**src/hdl/bamp_pkg.sv**
```systemverilog
// ----------------------------------------------------------------------------
// bamp_pkg
// Shared types, register map, reset values and Q16.16 helpers for the box
// anchor motion projection unit.
// ----------------------------------------------------------------------------
`default_nettype none

package bamp_pkg;

    // Register map, one 64-bit slot per register (byte address 8*index)
    typedef enum logic [2:0] {
        REG_ROW0_FIRST  = 3'd0,
        REG_ROW0_SECOND = 3'd1,
        REG_ROW1_FIRST  = 3'd2,
        REG_ROW1_SECOND = 3'd3,
        REG_ROW2_FIRST  = 3'd4,
        REG_ROW2_SECOND = 3'd5,
        REG_TIME_STEP   = 3'd6
    } t_reg_idx;

    localparam logic [63:0] RST_ROW0_FIRST  = 64'h0001_0000_0000_0000;
    localparam logic [63:0] RST_ROW0_SECOND = 64'h0;
    localparam logic [63:0] RST_ROW1_FIRST  = 64'h0000_0000_0001_0000;
    localparam logic [63:0] RST_ROW1_SECOND = 64'h0;
    localparam logic [63:0] RST_ROW2_FIRST  = 64'h0;
    localparam logic [63:0] RST_ROW2_SECOND = 64'h0001_0000_0000_0000;
    localparam logic [31:0] RST_TIME_STEP   = 32'h0;

    // One anchor word; also used for the result word
    typedef struct packed {
        logic [31:0] center_x;
        logic [31:0] center_y;
        logic [31:0] center_z;
        logic [31:0] size_w;
        logic [31:0] size_l;
        logic [31:0] size_h;
        logic [31:0] yaw_a;
        logic [31:0] yaw_b;
        logic [31:0] vel_x;
        logic [31:0] vel_y;
        logic [31:0] vel_z;
        logic        last;
    } t_anchor;

    // Transform coefficients m[row][k] (k = 3..1 scale x, y, z; k = 0 is translation) and time step
    typedef struct packed {
        logic [2:0][3:0][31:0] m;
        logic [31:0]           dt;
    } t_xform_cfg;

    // Q16.16 product, floor-shifted by 16
    function automatic logic signed [47:0] qmul(input logic [31:0] a, input logic [31:0] b);
        logic signed [63:0] p;
        p = $signed(a) * $signed(b);
        return p[63:16];
    endfunction

    // Clamp to the signed 32-bit range
    function automatic logic [31:0] sat32(input logic signed [63:0] x);
        logic [31:0] r;
        if (x > 64'sh0000_0000_7FFF_FFFF) begin
            r = 32'h7FFF_FFFF;
        end else if (x < -64'sh0000_0000_8000_0000) begin
            r = 32'h8000_0000;
        end else begin
            r = x[31:0];
        end
        return r;
    endfunction

endpackage

`default_nettype wire

```
**src/hdl/bamp_cfg_regs.sv**
```systemverilog
// ----------------------------------------------------------------------------
// bamp_cfg_regs
// APB register file holding the 3x4 transform and the frame time step.
// ----------------------------------------------------------------------------
`default_nettype none

module bamp_cfg_regs (
    input  wire logic                 i_clk,
    input  wire logic                 i_rst_n,
    input  wire logic                 i_psel,
    input  wire logic                 i_penable,
    input  wire logic                 i_pwrite,
    input  wire logic [5:0]           i_paddr,
    input  wire logic [63:0]          i_pwdata,
    output logic      [63:0]          o_prdata,
    output logic                      o_pready,
    output bamp_pkg::t_xform_cfg      o_cfg
);

    logic [63:0] r_row0_first, r_row0_second;
    logic [63:0] r_row1_first, r_row1_second;
    logic [63:0] r_row2_first, r_row2_second;
    logic [31:0] r_time_step;

    bamp_pkg::t_reg_idx w_idx;
    logic               w_wr;

    assign w_idx    = bamp_pkg::t_reg_idx'(i_paddr[5:3]);
    assign w_wr     = i_psel && i_penable && i_pwrite;
    assign o_pready = 1'b1;

    always_ff @(posedge i_clk) begin
        if (!i_rst_n) begin
            r_row0_first  <= bamp_pkg::RST_ROW0_FIRST;
            r_row0_second <= bamp_pkg::RST_ROW0_SECOND;
            r_row1_first  <= bamp_pkg::RST_ROW1_FIRST;
            r_row1_second <= bamp_pkg::RST_ROW1_SECOND;
            r_row2_first  <= bamp_pkg::RST_ROW2_FIRST;
            r_row2_second <= bamp_pkg::RST_ROW2_SECOND;
            r_time_step   <= bamp_pkg::RST_TIME_STEP;
        end else if (w_wr) begin
            unique case (w_idx)
                bamp_pkg::REG_ROW0_FIRST:  r_row0_first  <= i_pwdata;
                bamp_pkg::REG_ROW0_SECOND: r_row0_second <= i_pwdata;
                bamp_pkg::REG_ROW1_FIRST:  r_row1_first  <= i_pwdata;
                bamp_pkg::REG_ROW1_SECOND: r_row1_second <= i_pwdata;
                bamp_pkg::REG_ROW2_FIRST:  r_row2_first  <= i_pwdata;
                bamp_pkg::REG_ROW2_SECOND: r_row2_second <= i_pwdata;
                bamp_pkg::REG_TIME_STEP:   r_time_step   <= i_pwdata[31:0];
                default: ; // unmapped slot: drop the write
            endcase
        end
    end

    always_comb begin
        unique case (w_idx)
            bamp_pkg::REG_ROW0_FIRST:  o_prdata = r_row0_first;
            bamp_pkg::REG_ROW0_SECOND: o_prdata = r_row0_second;
            bamp_pkg::REG_ROW1_FIRST:  o_prdata = r_row1_first;
            bamp_pkg::REG_ROW1_SECOND: o_prdata = r_row1_second;
            bamp_pkg::REG_ROW2_FIRST:  o_prdata = r_row2_first;
            bamp_pkg::REG_ROW2_SECOND: o_prdata = r_row2_second;
            bamp_pkg::REG_TIME_STEP:   o_prdata = {32'h0, r_time_step};
            default:                   o_prdata = 64'h0;
        endcase
    end

    always_comb begin
        o_cfg.m[0] = {r_row0_first[63:32], r_row0_first[31:0],
                      r_row0_second[63:32], r_row0_second[31:0]};
        o_cfg.m[1] = {r_row1_first[63:32], r_row1_first[31:0],
                      r_row1_second[63:32], r_row1_second[31:0]};
        o_cfg.m[2] = {r_row2_first[63:32], r_row2_first[31:0],
                      r_row2_second[63:32], r_row2_second[31:0]};
        o_cfg.dt   = r_time_step;
    end

endmodule

`default_nettype wire

```
**config.mk**
```make
export PLATFORM = sky130hd
export DESIGN_NAME = bamp_cfg_regs
export DESIGN_NICKNAME = d
export VERILOG_FILES = /design/src/hdl/bamp_pkg.sv /design/src/hdl/bamp_cfg_regs.sv
export SDC_FILE = /design/constraint.sdc
export NUM_CORES = 1
export LEC_CHECK = 0
export ABC_AREA = 1
export BUFFER_PORTS_ARGS = -buffer_cell sky130_fd_sc_hd__buf_2
export CAP_MARGIN = 10
export CORE_MARGIN = 5
export CORE_UTILIZATION = 45
export CTS_BUF_LIST = sky130_fd_sc_hd__clkbuf_4 sky130_fd_sc_hd__clkbuf_8
export DETAILED_ROUTE_END_ITERATION = 12
export GPL_ROUTABILITY_DRIVEN = 0
export PLACE_DENSITY = 0.77
export SKIP_CTS_REPAIR_TIMING = 1
export SYNTH_ARGS = -nofsm -noshare
export SYNTH_HDL_FRONTEND = slang
export SYNTH_SLANG_ARGS = --single-unit
```
**constraint.sdc**
```tcl
create_clock -name i_clk -period 4.28 [get_ports i_clk]
set_clock_uncertainty 0.05 [all_clocks]
set_input_delay 0.856 -clock i_clk [delete_from_list [all_inputs] [get_ports i_clk]]
set_output_delay 0.856 -clock i_clk [all_outputs]
set_load 0.01 [all_outputs]
```
==> out/results.tsv, run 1 <==
stage	metric	value	unit
finish	nFillCells	4459	
setup_path	worstPathCellList	buf_6 > inv_4 > nand3_4 > nor2_1 > nor2_1 > nand2_1 > buf_2	
run	drv_cap	0	
synthesis	synth-edff-count	0	
power	peakVddDrop	0.247	mV
clocking	htreeDepth	3	
sta	rsz0062_at_grt	false	
power	p_leak	0.0126	uW
floorplanning	die_w	222	um
detailed_routing	ant_nets	0	
sta	fin_setup_tns	0	ns
floorplanning	die_height	222	um
detailed_routing	viasPerCell	5.27	
setup_path	reg2reg_slack	3.54	ns
setup_path	cp.arrival	2.66	ns
finish	area_growth	21.0	%
status	status	complete, no violations	
placement	hpwl	49.7	mm
detailed_routing	num_vias	22700	
global_route	grt_pass1_vias	20100	
sta	slew_headroom	45.5	%
detailed_routing	drtPass1Iterations	5	
clocking	clk_latency	0.63	ns
synthesis	netlist.top_cell.by_area	dfxtp_1	
synthesis	ys_async_sr_fraction	0	%
detailed_routing	wl_per_cell	17.8	um
sta	max_freq	0.281	GHz
setup_path	critPathTopFamily	simple AND/OR/NAND/NOR gates	
finish	antenna-diode-count	0	
setup_path	startpoint	i_paddr[5]	
setup_path	crit_type	in -> out	
detailed_routing	drt_wl_total	76.8	mm
setup_path	r2r_cells	2	
hold_path	hold_class	reg -> reg	
floorplanning	rows	77	
sta	finalCriticalPeriod	3.56	ns
synthesis	ys_top_cells_by_count	nor2_1, nand2_1, dfxtp_1	
floorplanning	start_util	45.6	%
global_route	grt_max_degree	124	
finish	drive_gt1_share	19.7	%
synthesis	ys_seq_area_share	41.2	%
sta	setup_slack	0.718	ns
synthesis	synth_cells	3255	
setup_path	critPathLaunchType	input port	
synthesis	synth_nets	3330	
setup_path	worst_path_most_repeated_cell	nor2_1	
synthesis	synth_cell_type_count	20	
floorplanning	dieArea	49300	um2
setup_path	slowest_delay	0.61	ns
setup_path	critPathCaptureType	primary output	
global_route	grt_usage	29.2	%
sta	final_max_slew_viol_count	0	
setup_path	endpoint	o_prdata[4]	
synthesis	syn-cell-area	20200	um2
setup_path	crit-reg2reg-launch	r_row1_second[44]	
clocking	cts-root-buf	clkbuf_8	
placement	post-place-ws	0.727	ns
synthesis	yosys_warnings	0	
placement	portBuffers	551	
detailed_routing	drc	0	
power	power_density	344	nW/um2
sta	worstMarginPinSlew	0.817	ns
clocking	clock_path_buffers	3	
setup_path	worstPathRequired	3.37	ns
sta	holdWs	0.445	ns
sta	setup_viol_count_final	0	
setup_path	path_depth	7	
sta	min_period_over_period	83.2	%
floorplanning	io_pins	556	
global_route	antenna_found_initial	0	
synthesis	yosysMostFrequentCell	nor2_1	
synthesis	synth_top_cells_by_area	dfxtp_1, nor2_1, nand2_1	
setup_path	worst_path_max_delay_cell	nand3_4	
floorplanning	core	44300	um2
clocking	path_clk_slew	0.05	ns
finish	nNetsFinal	3748	
global_route	grt_pass1_wl	118	mm
clocking	cts.sinks	416	
hold_path	hp-start	r_row0_second[40]	
setup_path	critPathMaxFanout	38	
setup_path	r2r-end	r_row1_second[44]	
setup_path	worst-path-buf-inv	3	
global_route	overflow	0	
synthesis	ys_ff_latch	416	
synthesis	synth_ff_type	dfxtp_1	
synthesis	avgSynthCellArea	6.21	um2
synthesis	netlist.area_leader.share	41.2	%
clocking	cts_tree	yes	
sta	hold_viol_final	0	
clocking	cts_buffers	71	
detailed_routing	drt_iter0_markers	2190	
placement	place_inst	4192	
finish	finalNonFillerCells	4310	
-- layout by cell type (no fill, tap or decap) --
master / n
nand3_1: 389
inv_8: 3
nor2_1: 954
inv_1: 128
buf_2: 547
bufinv_16: 1
buf_8: 1
nand4_1: 145
buf_4: 35
clkinv_2: 2
nor2_8: 1
clkbuf_4: 27
nand3_4: 1
conb_1: 1
clkinvlp_4: 3
buf_6: 1
nand3_2: 1
inv_6: 1
o21ai_0: 3
inv_4: 1
dfxtp_1: 416
buf_12: 13
nor2_4: 12
nand2_1: 948
clkbuf_8: 82
inv_2: 2
-- area by class of cell --
type	instances	area (um2)	area share (%)
Clock buffer	109	1330	5.44
Clock inverter	9	93.8	0.383
Inverter	132	505	2.06
Multi-Input combinational cell	2455	10200	41.6
Sequential cell	416	8330	34.0
Tap cell	592	741	3.03
Timing Repair Buffer	597	3290	13.4
-- how the worst min path moves through the flow --
stage | to | cells past startpoint
2_1_floorplan | r_row1_first[16] | 2
3_3_place_gp | r_row2_first[29] | 2
3_5_place_dp | r_row0_second[40] | 2
4_1_cts | r_row2_second[48] | 3
5_1_grt | r_row2_second[48] | 3
6_report | r_row0_second[40] | 2
-- tightest hold or removal path, cell delays in order, from the launching register on --
cell and delay (ns):
dfxtp_1 0.31, nor2_1 0.09, nor2_1 0.05
-- registers in the layout, summed over array words and instances, names as in the netlist --
signal,flops
r_row2_first,64
r_row0_first,64
r_row1_second,64
r_row2_second,64
r_time_step,32
r_row0_second,64
r_row1_first,64
-- per-stage QoR --
stage                     total power, uW  cell area, um2  util [%]
after floorplan                      4530           20200         -
after detailed placement             4800           23100      52.0
after CTS                            8460           24500      55.2
final                                8420           24500      55.2
after global placement               4790           23100      52.0
after global routing                 8720           24500      55.2
-- cells by family after synthesis --
family          share of synthesized area [%]
simple gates                             50.2
buf+inv                                  8.58
other cells                            0.0185
compound gates                         0.0742
flops                                    41.2
-- metal layers --
layer,up-vias,global-route usage (%),part of all wire (%),wire (um)
met5,-,0,0,0
met3,189,7.47,10,8020
met2,1209,47.8,46,35600
met4,0,10.9,3.7,2830
li1,11000,-,-,-
met1,10300,37.4,40,30400
-- where the power goes --
group          total, uW  internal, uW  leakage, uW  switching (uW)
registers           3970          3920      0.00336            41.1
logic                762           201      0.00845             561
clock network       3690          2040     0.000753            1650
No activity file was read; power rests on OpenSTA's default activity.
==> run 2: changes to the inputs <==
==> constraint.sdc (replaced) <==
create_clock -name i_clk -period 3.6 [get_ports i_clk]
set_clock_uncertainty 0.05 [all_clocks]
set_input_delay 0.72 -clock i_clk [delete_from_list [all_inputs] [get_ports i_clk]]
set_output_delay 0.72 -clock i_clk [all_outputs]
set_load 0.01 [all_outputs]
==> run 2 against run 1 <==
Sequential power is 19% higher. Combinational power is 22% higher. Critical path depth stayed put. Non-clock buffer count is 12 higher. Clock power is 20% higher. Global-route usage is 0.39 points higher. Core utilization is 0.68 points higher. Via count is 0.19% lower. Routed wire length is 0.72% higher. Cell area is 1.2% higher. Largest power group unchanged. First-iteration DRC count is 3.7% higher. Power is 20% higher.
==> out/results.tsv, run 2 (same netlist as run 1, synthesis figures left out) <==
stage	metric	value	unit	change
sta	worstMarginPinSlew	0.828	ns	was 0.817 ns
placement	hpwl	50.4	mm	was 49.7 mm
status	status	complete, no violations		unchanged
setup_path	critPathCaptureType	primary output		unchanged
clocking	cts_buffers	72		was 71
setup_path	r2r_cells	2		unchanged
clocking	cts_tree	yes		unchanged
sta	setup_viol_count_final	0		unchanged
power	peakVddDrop	0.289	mV	was 0.247 mV
detailed_routing	drc	0		unchanged
finish	antenna-diode-count	0		unchanged
power	p_sw	2680	uW	was 2250 uW
sta	rsz0062_at_grt	false		unchanged
setup_path	reg2reg_slack	2.87	ns	was 3.54 ns
finish	layout_common_cells	nor2_1, nand2_1, buf_2, dfxtp_1, nand3_1		unchanged
detailed_routing	drt_wl_total	77.4	mm	was 76.8 mm
clocking	clock_path_buffers	3		unchanged
floorplanning	rows	77		unchanged
power	power_density	407	nW/um2	was 344 nW/um2
detailed_routing	drt_iter0_markers	2271		was 2,190
setup_path	r2r-end	r_row1_first[16]		was r_row1_second[44]
detailed_routing	viasPerCell	5.23		was 5.27
floorplanning	die_height	222	um	unchanged
detailed_routing	drtPass1Iterations	6		was 5
finish	nFillCells	4390		was 4,459
global_route	antenna_found_initial	0		unchanged
finish	area_growth	22.5	%	was 21.0%
power	p_leak	0.0127	uW	was 0.0126 uW
sta	min_period_over_period	86.9	%	
sta	final_max_slew_viol_count	0		unchanged
global_route	grt_max_degree	128		was 124
detailed_routing	num_vias	22700		about the same
finish	finalNonFillerCells	4328		was 4,310
power	p_clk_share	44.0	%	was 43.8%
setup_path	critPathLaunchType	input port		unchanged
sta	fin_setup_tns	0	ns	unchanged
power	p_seq_share	46.8	%	was 47.1%
run	drv_cap	0		unchanged
floorplanning	start_util	45.6	%	unchanged
hold_path	hold_class	in -> reg		was reg -> reg
global_route	grt_usage	29.6	%	was 29.2%
detailed_routing	ant_nets	0		unchanged
detailed_routing	wl_per_cell	17.9	um	was 17.8 um
floorplanning	io_pins	556		unchanged
sta	finalCriticalPeriod	3.13	ns	
global_route	overflow	0		unchanged
finish	nNetsFinal	3761		was 3,748
power	swShare	26.6	%	was 26.8%
setup_path	worstPathRequired	2.83	ns	was 3.37 ns
hold_path	min_to	r_row2_second[48]		was r_row0_second[40]
hold_path	min_path_cells	3		was 2
placement	portBuffers	551		unchanged
floorplanning	core	44300	um2	unchanged
power	internal-power	7390	uW	was 6160 uW
clocking	clk_latency	0.60	ns	was 0.63 ns
clocking	cts.sinks	416		unchanged
finish	drive_gt1_share	20.1	%	was 19.7%
setup_path	cp.arrival	2.36	ns	was 2.66 ns
floorplanning	dieArea	49300	um2	unchanged
clocking	htreeDepth	3		unchanged
hold_path	hp-start	i_pwdata[48]		was r_row0_second[40]
setup_path	crit-reg2reg-launch	r_row1_first[16]		was r_row1_second[44]
setup_path	crit_type	in -> out		unchanged
floorplanning	die_w	222	um	unchanged
sta	max_freq	0.320	GHz	
global_route	grt_pass1_vias	20100		about the same
clocking	path_clk_slew	0.06	ns	was 0.05 ns
power	p_comb_share	9.2	%	was 9.0%
sta	slew_headroom	44.8	%	was 45.5%
setup_path	critPathMaxFanout	33		was 38
sta	hold_viol_final	0		unchanged
global_route	grt_pass1_wl	119	mm	was 118 mm
finish	final_common_cell	nor2_1		unchanged
placement	place_inst	4204		was 4,192
clocking	cts-root-buf	clkbuf_8		unchanged
[run 2: cell types whose count changed in the layout (fill, tap and decap cells not counted), sizes merged]
| cell | delta |
|---|---|
| bufinv | -1 |
| buf | +12 |
| clkinv | +4 |
| clkinvlp | +2 |
| inv | -3 |
| clkbuf | +4 |
[run 2: how the worst max path moves through the flow]
| stage | from | to | slack [ns] |
|---|---|---|---|
| after floorplan | i_paddr[3] | o_prdata[0] | 1.14 |
| after global placement | i_paddr[4] | o_prdata[27] | 0.46 |
| after detailed placement | i_paddr[4] | o_prdata[8] | 0.46 |
| after CTS | i_paddr[4] | o_prdata[8] | 0.45 |
| after global routing | i_paddr[4] | o_prdata[27] | 0.37 |
| final | i_paddr[4] | o_prdata[8] | 0.47 |
[run 2: critical path, cell delays in order]
cell and delay [ns]:
buf_4 0.19, inv_2 0.29, nand3_4 0.57, nor2_1 0.26
nor2_1 0.07, nand2_1 0.09, buf_2 0.13
[run 2: power groups by stage]
| stage | Sequential (uW) | Combinational (uW) | Clock (uW) |
|---|---|---|---|
| after floorplan | 4830 | 548 | 0 |
| after global placement | 4810 | 914 | 0 |
| after detailed placement | 4810 | 920 | 0 |
| after CTS | 4710 | 921 | 4480 |
| after global routing | 4720 | 1010 | 4720 |
| final | 4710 | 930 | 4430 |
[run 2: area by class of cell]
type                       count  area (um2)  share of cell area (%)
inverter                     132         505                    2.04
clock inverter                11        67.6                   0.273
multi-input combinational   2455       10200                    41.1
sequential                   416        8330                    33.6
tap                          592         741                    2.99
timing repair buffer         609        3540                    14.3
clock buffer                 113        1410                    5.67
[run 2: metal layers]
metal / GRT usage [%] / vias up / wire length, um
met5: 0 / - / 0
li1: - / 11000 / -
met1: 38.2 / 10400 / 31200
met3: 8.12 / 161 / 7890
met4: 11.0 / 0 / 2620
met2: 47.6 / 1092 / 35700
[run 2: metrics by stage]
| step | worst slack (ns) | instance area [um2] | power (uW) | hold slack (ns) | util [%] |
|---|---|---|---|---|---|
| detailed placement | 0.458 | 23300 | 5730 | 0.437 | 52.6 |
| floorplan | 1.14 | 20200 | 5380 | 0.461 | - |
| global placement | 0.460 | 23300 | 5730 | 0.432 | 52.6 |
| finish | 0.470 | 24800 | 10100 | 0.332 | 55.9 |
| global route | 0.366 | 24800 | 10400 | 0.296 | 55.9 |
| CTS | 0.453 | 24800 | 10100 | 0.273 | 55.9 |
==> run 3: changes to the inputs <==
--- a/config.mk
+++ b/config.mk
@@ -5,15 +5,14 @@
 export SDC_FILE = /design/constraint.sdc
 export NUM_CORES = 1
 export LEC_CHECK = 0
-export ABC_AREA = 1
 export BUFFER_PORTS_ARGS = -buffer_cell sky130_fd_sc_hd__buf_2
 export CAP_MARGIN = 10
-export CORE_MARGIN = 5
-export CORE_UTILIZATION = 45
+export CORE_AREA = 5 5 214 216
 export CTS_BUF_LIST = sky130_fd_sc_hd__clkbuf_4 sky130_fd_sc_hd__clkbuf_8
 export DETAILED_ROUTE_END_ITERATION = 12
+export DIE_AREA = 0 0 219 221
 export GPL_ROUTABILITY_DRIVEN = 0
-export PLACE_DENSITY = 0.77
+export PLACE_DENSITY = 0.74
 export SKIP_CTS_REPAIR_TIMING = 1
 export SYNTH_ARGS = -nofsm -noshare
 export SYNTH_HDL_FRONTEND = slang
==> constraint.sdc (replaced) <==
create_clock -name i_clk -period 2.9 [get_ports i_clk]
set_clock_uncertainty 0.05 [all_clocks]
set_input_delay 0.58 -clock i_clk [delete_from_list [all_inputs] [get_ports i_clk]]
set_output_delay 0.58 -clock i_clk [all_outputs]
set_load 0.01 [all_outputs]
==> run 3 against run 2 <==
First-iteration DRC count is 48% lower. Routed wire length is 13% lower. Worst setup slack worse by 0.39 ns. Synthesized cell count is 44% lower. Cell count is 30% lower. Sequential power is 23% higher. Sequential cell count stayed put. Register-to-register slack worse by 0.82 ns. Cell area is 5.4% lower. Combinational power is 1% lower. Sequential share of layout area is 1.9 points higher. Power is 21% higher. Critical endpoint is now o_prdata[31]. Highest routed layer unchanged.
==> out/results.tsv, run 3 <==
stage	metric	value	unit	change
sta	worstMarginPinSlew	0.597	ns	was 0.828 ns
floorplanning	dieArea	48400	um2	was 49,300 um2
finish	regArea	8330	um2	unchanged
hold_path	hp-start	i_pwdata[48]		unchanged
synthesis	ys_async_sr_fraction	0	%	unchanged
detailed_routing	drtPass1Iterations	5		was 6
sta	max_freq	0.355	GHz	
status	status	complete, no violations		unchanged
synthesis	yosysMostFrequentCell	mux2i_1		was nor2_1
clocking	htreeDepth	3		unchanged
finish	layout_common_cells	buf_2, mux2i_1, nand2_1, dfxtp_1, clkbuf_8		was nor2_1, nand2_1, buf_2, dfxtp_1, nand3_1
synthesis	synth_cells	1812		was 3,255
floorplanning	core	43700	um2	was 44,300 um2
finish	multi_input_area	9170	um2	was 10,200 um2
floorplanning	die_w	219	um	was 222 um
floorplanning	rows	77		unchanged
synthesis	netlist.area_leader.share	45.8	%	was 41.2%
setup_path	crit_type	in -> out		unchanged
detailed_routing	ant_nets	0		unchanged
clocking	cts_tree	yes		unchanged
setup_path	worstPathRequired	2.27	ns	was 2.83 ns
power	p_seq_share	47.5	%	was 46.8%
global_route	grt_usage	26.1	%	was 29.6%
setup_path	critPathCaptureType	primary output		unchanged
placement	post-place-ws	0.142	ns	was 0.458 ns
global_route	grt-busiest-layer	met2		unchanged
finish	area_growth	28.9	%	was 22.5%
global_route	grt_pass1_wl	99.8	mm	was 119 mm
global_route	grtUsageMet1	31.3	%	was 38.2%
power	peakVddDrop	0.369	mV	was 0.289 mV
placement	placed_area	22000	um2	was 23,300 um2
clocking	path_clk_slew	0.06	ns	about the same
setup_path	r2r-end	r_row1_first[16]		unchanged
setup_path	r2r_cells	2		unchanged
setup_path	critPathMaxFanout	17		was 33
power	p_comb_share	7.5	%	was 9.2%
finish	nFillCells	3896		was 4,390
floorplanning	die_height	221	um	was 222 um
power	p_sw	3010	uW	was 2680 uW
synthesis	syn-cell-area	18200	um2	was 20,200 um2
power	p_clk_share	44.9	%	was 44.0%
power	p_leak	0.0103	uW	was 0.0127 uW
global_route	grt_use_met3	6.85	%	was 8.12%
synthesis	synth_top_cells_by_area	dfxtp_1, mux2i_1, nand2_1		was dfxtp_1, nor2_1, nand2_1
sta	finalCriticalPeriod	2.82	ns	
synthesis	yosys_warnings	0		unchanged
clocking	clk_latency	0.61	ns	was 0.60 ns
power	internal-power	9180	uW	was 7390 uW
placement	portBuffers	551		unchanged
global_route	antenna_found_initial	3		was 0
detailed_routing	drt_wl_total	67.1	mm	was 77.4 mm
sta	fin_setup_tns	0	ns	unchanged
detailed_routing	wl_per_cell	22.3	um	was 17.9 um
detailed_routing	num_vias	16500		was 22.7k
run	drv_cap	0		unchanged
synthesis	ys_ff_latch	416		unchanged
detailed_routing	viasPerCell	5.48		was 5.23
sta	min_period_over_period	97.2	%	
power	swShare	24.7	%	was 26.6%
global_route	grt_pass1_vias	16700		was 20.1k
placement	hpwl	46.9	mm	was 50.4 mm
synthesis	ys_seq_area_share	45.8	%	was 41.2%
clocking	cts.sinks	416		unchanged
clocking	cts-root-buf	clkbuf_8		unchanged
sta	final_max_slew_viol_count	0		unchanged
floorplanning	io_pins	556		unchanged
finish	final_common_cell	buf_2		was nor2_1
hold_path	min_to	r_row0_first[48]		was r_row2_second[48]
setup_path	critPathLaunchType	input port		unchanged
sta	rsz0062_at_grt	false		unchanged
synthesis	synth_ff_type	dfxtp_1		unchanged
sta	slew_headroom	60.2	%	was 44.8%
finish	drive_gt1_share	34.6	%	was 20.1%
detailed_routing	drt_iter0_markers	1184		was 2,271
synthesis	synth_nets	1887		was 3,330
floorplanning	start_util	41.6	%	was 45.6%
setup_path	reg2reg_slack	2.05	ns	was 2.87 ns
finish	nNetsFinal	2447		was 3,761
finish	final_area	23400	um2	was 24,800 um2
setup_path	crit-reg2reg-launch	r_row1_first[16]		unchanged
synthesis	ys_top_cells_by_count	mux2i_1, nand2_1, dfxtp_1		was nor2_1, nand2_1, dfxtp_1
sta	hold_viol_final	0		unchanged
finish	fin_util	53.6	%	was 55.9%
synthesis	synth_cell_type_count	36		was 20
power	power_density	520	nW/um2	was 407 nW/um2
detailed_routing	drc	0		unchanged
hold_path	hold_class	in -> reg		unchanged
global_route	grt_max_degree	77		was 128
clocking	clock_path_buffers	3		unchanged
synthesis	synth-edff-count	0		unchanged
setup_path	cp.arrival	2.19	ns	was 2.36 ns
sta	setup_slack	0.0817	ns	was 0.470 ns
hold_path	min_path_cells	3		unchanged
clocking	cts_buffers	72		unchanged
synthesis	avgSynthCellArea	10.0	um2	was 6.21 um2
sta	setup_viol_count_final	0		unchanged
global_route	grt_use_met2	43.2	%	was 47.6%
synthesis	netlist.top_cell.by_area	dfxtp_1		unchanged
global_route	overflow	0		unchanged
-- run 3: worst max path at each step --
stage | from | end | slack [ns] | cells after the start
after floorplan | i_paddr[3] | o_prdata[0] | 0.54 | 5
after global placement | i_paddr[4] | o_prdata[0] | 0.19 | 6
after detailed placement | i_paddr[4] | o_prdata[0] | 0.14 | 6
after CTS | i_paddr[4] | o_prdata[0] | 0.14 | 6
after global routing | i_paddr[4] | o_prdata[31] | 0.04 | 6
final | i_paddr[5] | o_prdata[31] | 0.08 | 6
-- run 3: power groups by stage --
| stage | Clock (uW) | Sequential [uW] | Combinational [uW] |
|---|---|---|---|
| after floorplan | 0 | 5930 | 481 |
| final | 5480 | 5800 | 919 |
| after global placement | 0 | 5920 | 895 |
| after CTS | 5580 | 5800 | 914 |
| after global routing | 5850 | 5800 | 972 |
| after detailed placement | 0 | 5920 | 910 |
-- run 3: metal layers --
| metal | vias to the layer above | routed length (um) |
|---|---|---|
| met5 | - | 0 |
| li1 | 7450 | - |
| met3 | 228 | 5570 |
| met1 | 8007 | 26500 |
| met4 | 0 | 3260 |
| met2 | 826 | 31800 |
-- run 3: layout make-up --
cell class / instances / area share, %
inverter: 7 / 0.112
multi-input combinational: 1242 / 39.1
tap: 592 / 3.16
timing repair buffer: 633 / 15.8
clock buffer: 111 / 6.06
antenna: 3 / 0.0320
sequential: 416 / 35.5
clock inverter: 8 / 0.197
-- run 3: cell families (layout without fill, tap and decap cells) --
group,after synthesis,after routing,share of synthesized area (%)
multiplexers,597,597,33.3
AND/OR/NAND/NOR,532,532,11.4
flip-flops,416,416,45.8
buffers and inverters,154,759,4.15
AO/OA/AOI/OAI,112,112,5.25
other,1,4,0.0206
-- run 3: through the flow --
| step | total power [uW] | hold slack, ns | cells |
|---|---|---|---|
| final | 12200 | 0.211 | 3012 |
| after global routing | 12600 | 0.187 | 3010 |
| after CTS | 12300 | 0.146 | 3009 |
| after detailed placement | 6830 | 0.409 | 2890 |
| after global placement | 6810 | 0.401 | 2890 |
| after floorplan | 6410 | 0.436 | 1812 |
-- run 3: critical path, cell delays in order --
cell	delay, ns
buf_2	0.18
buf_4	0.22
nor2b_4	0.14
buf_4	0.23
a221oi_1	0.58
buf_2	0.24
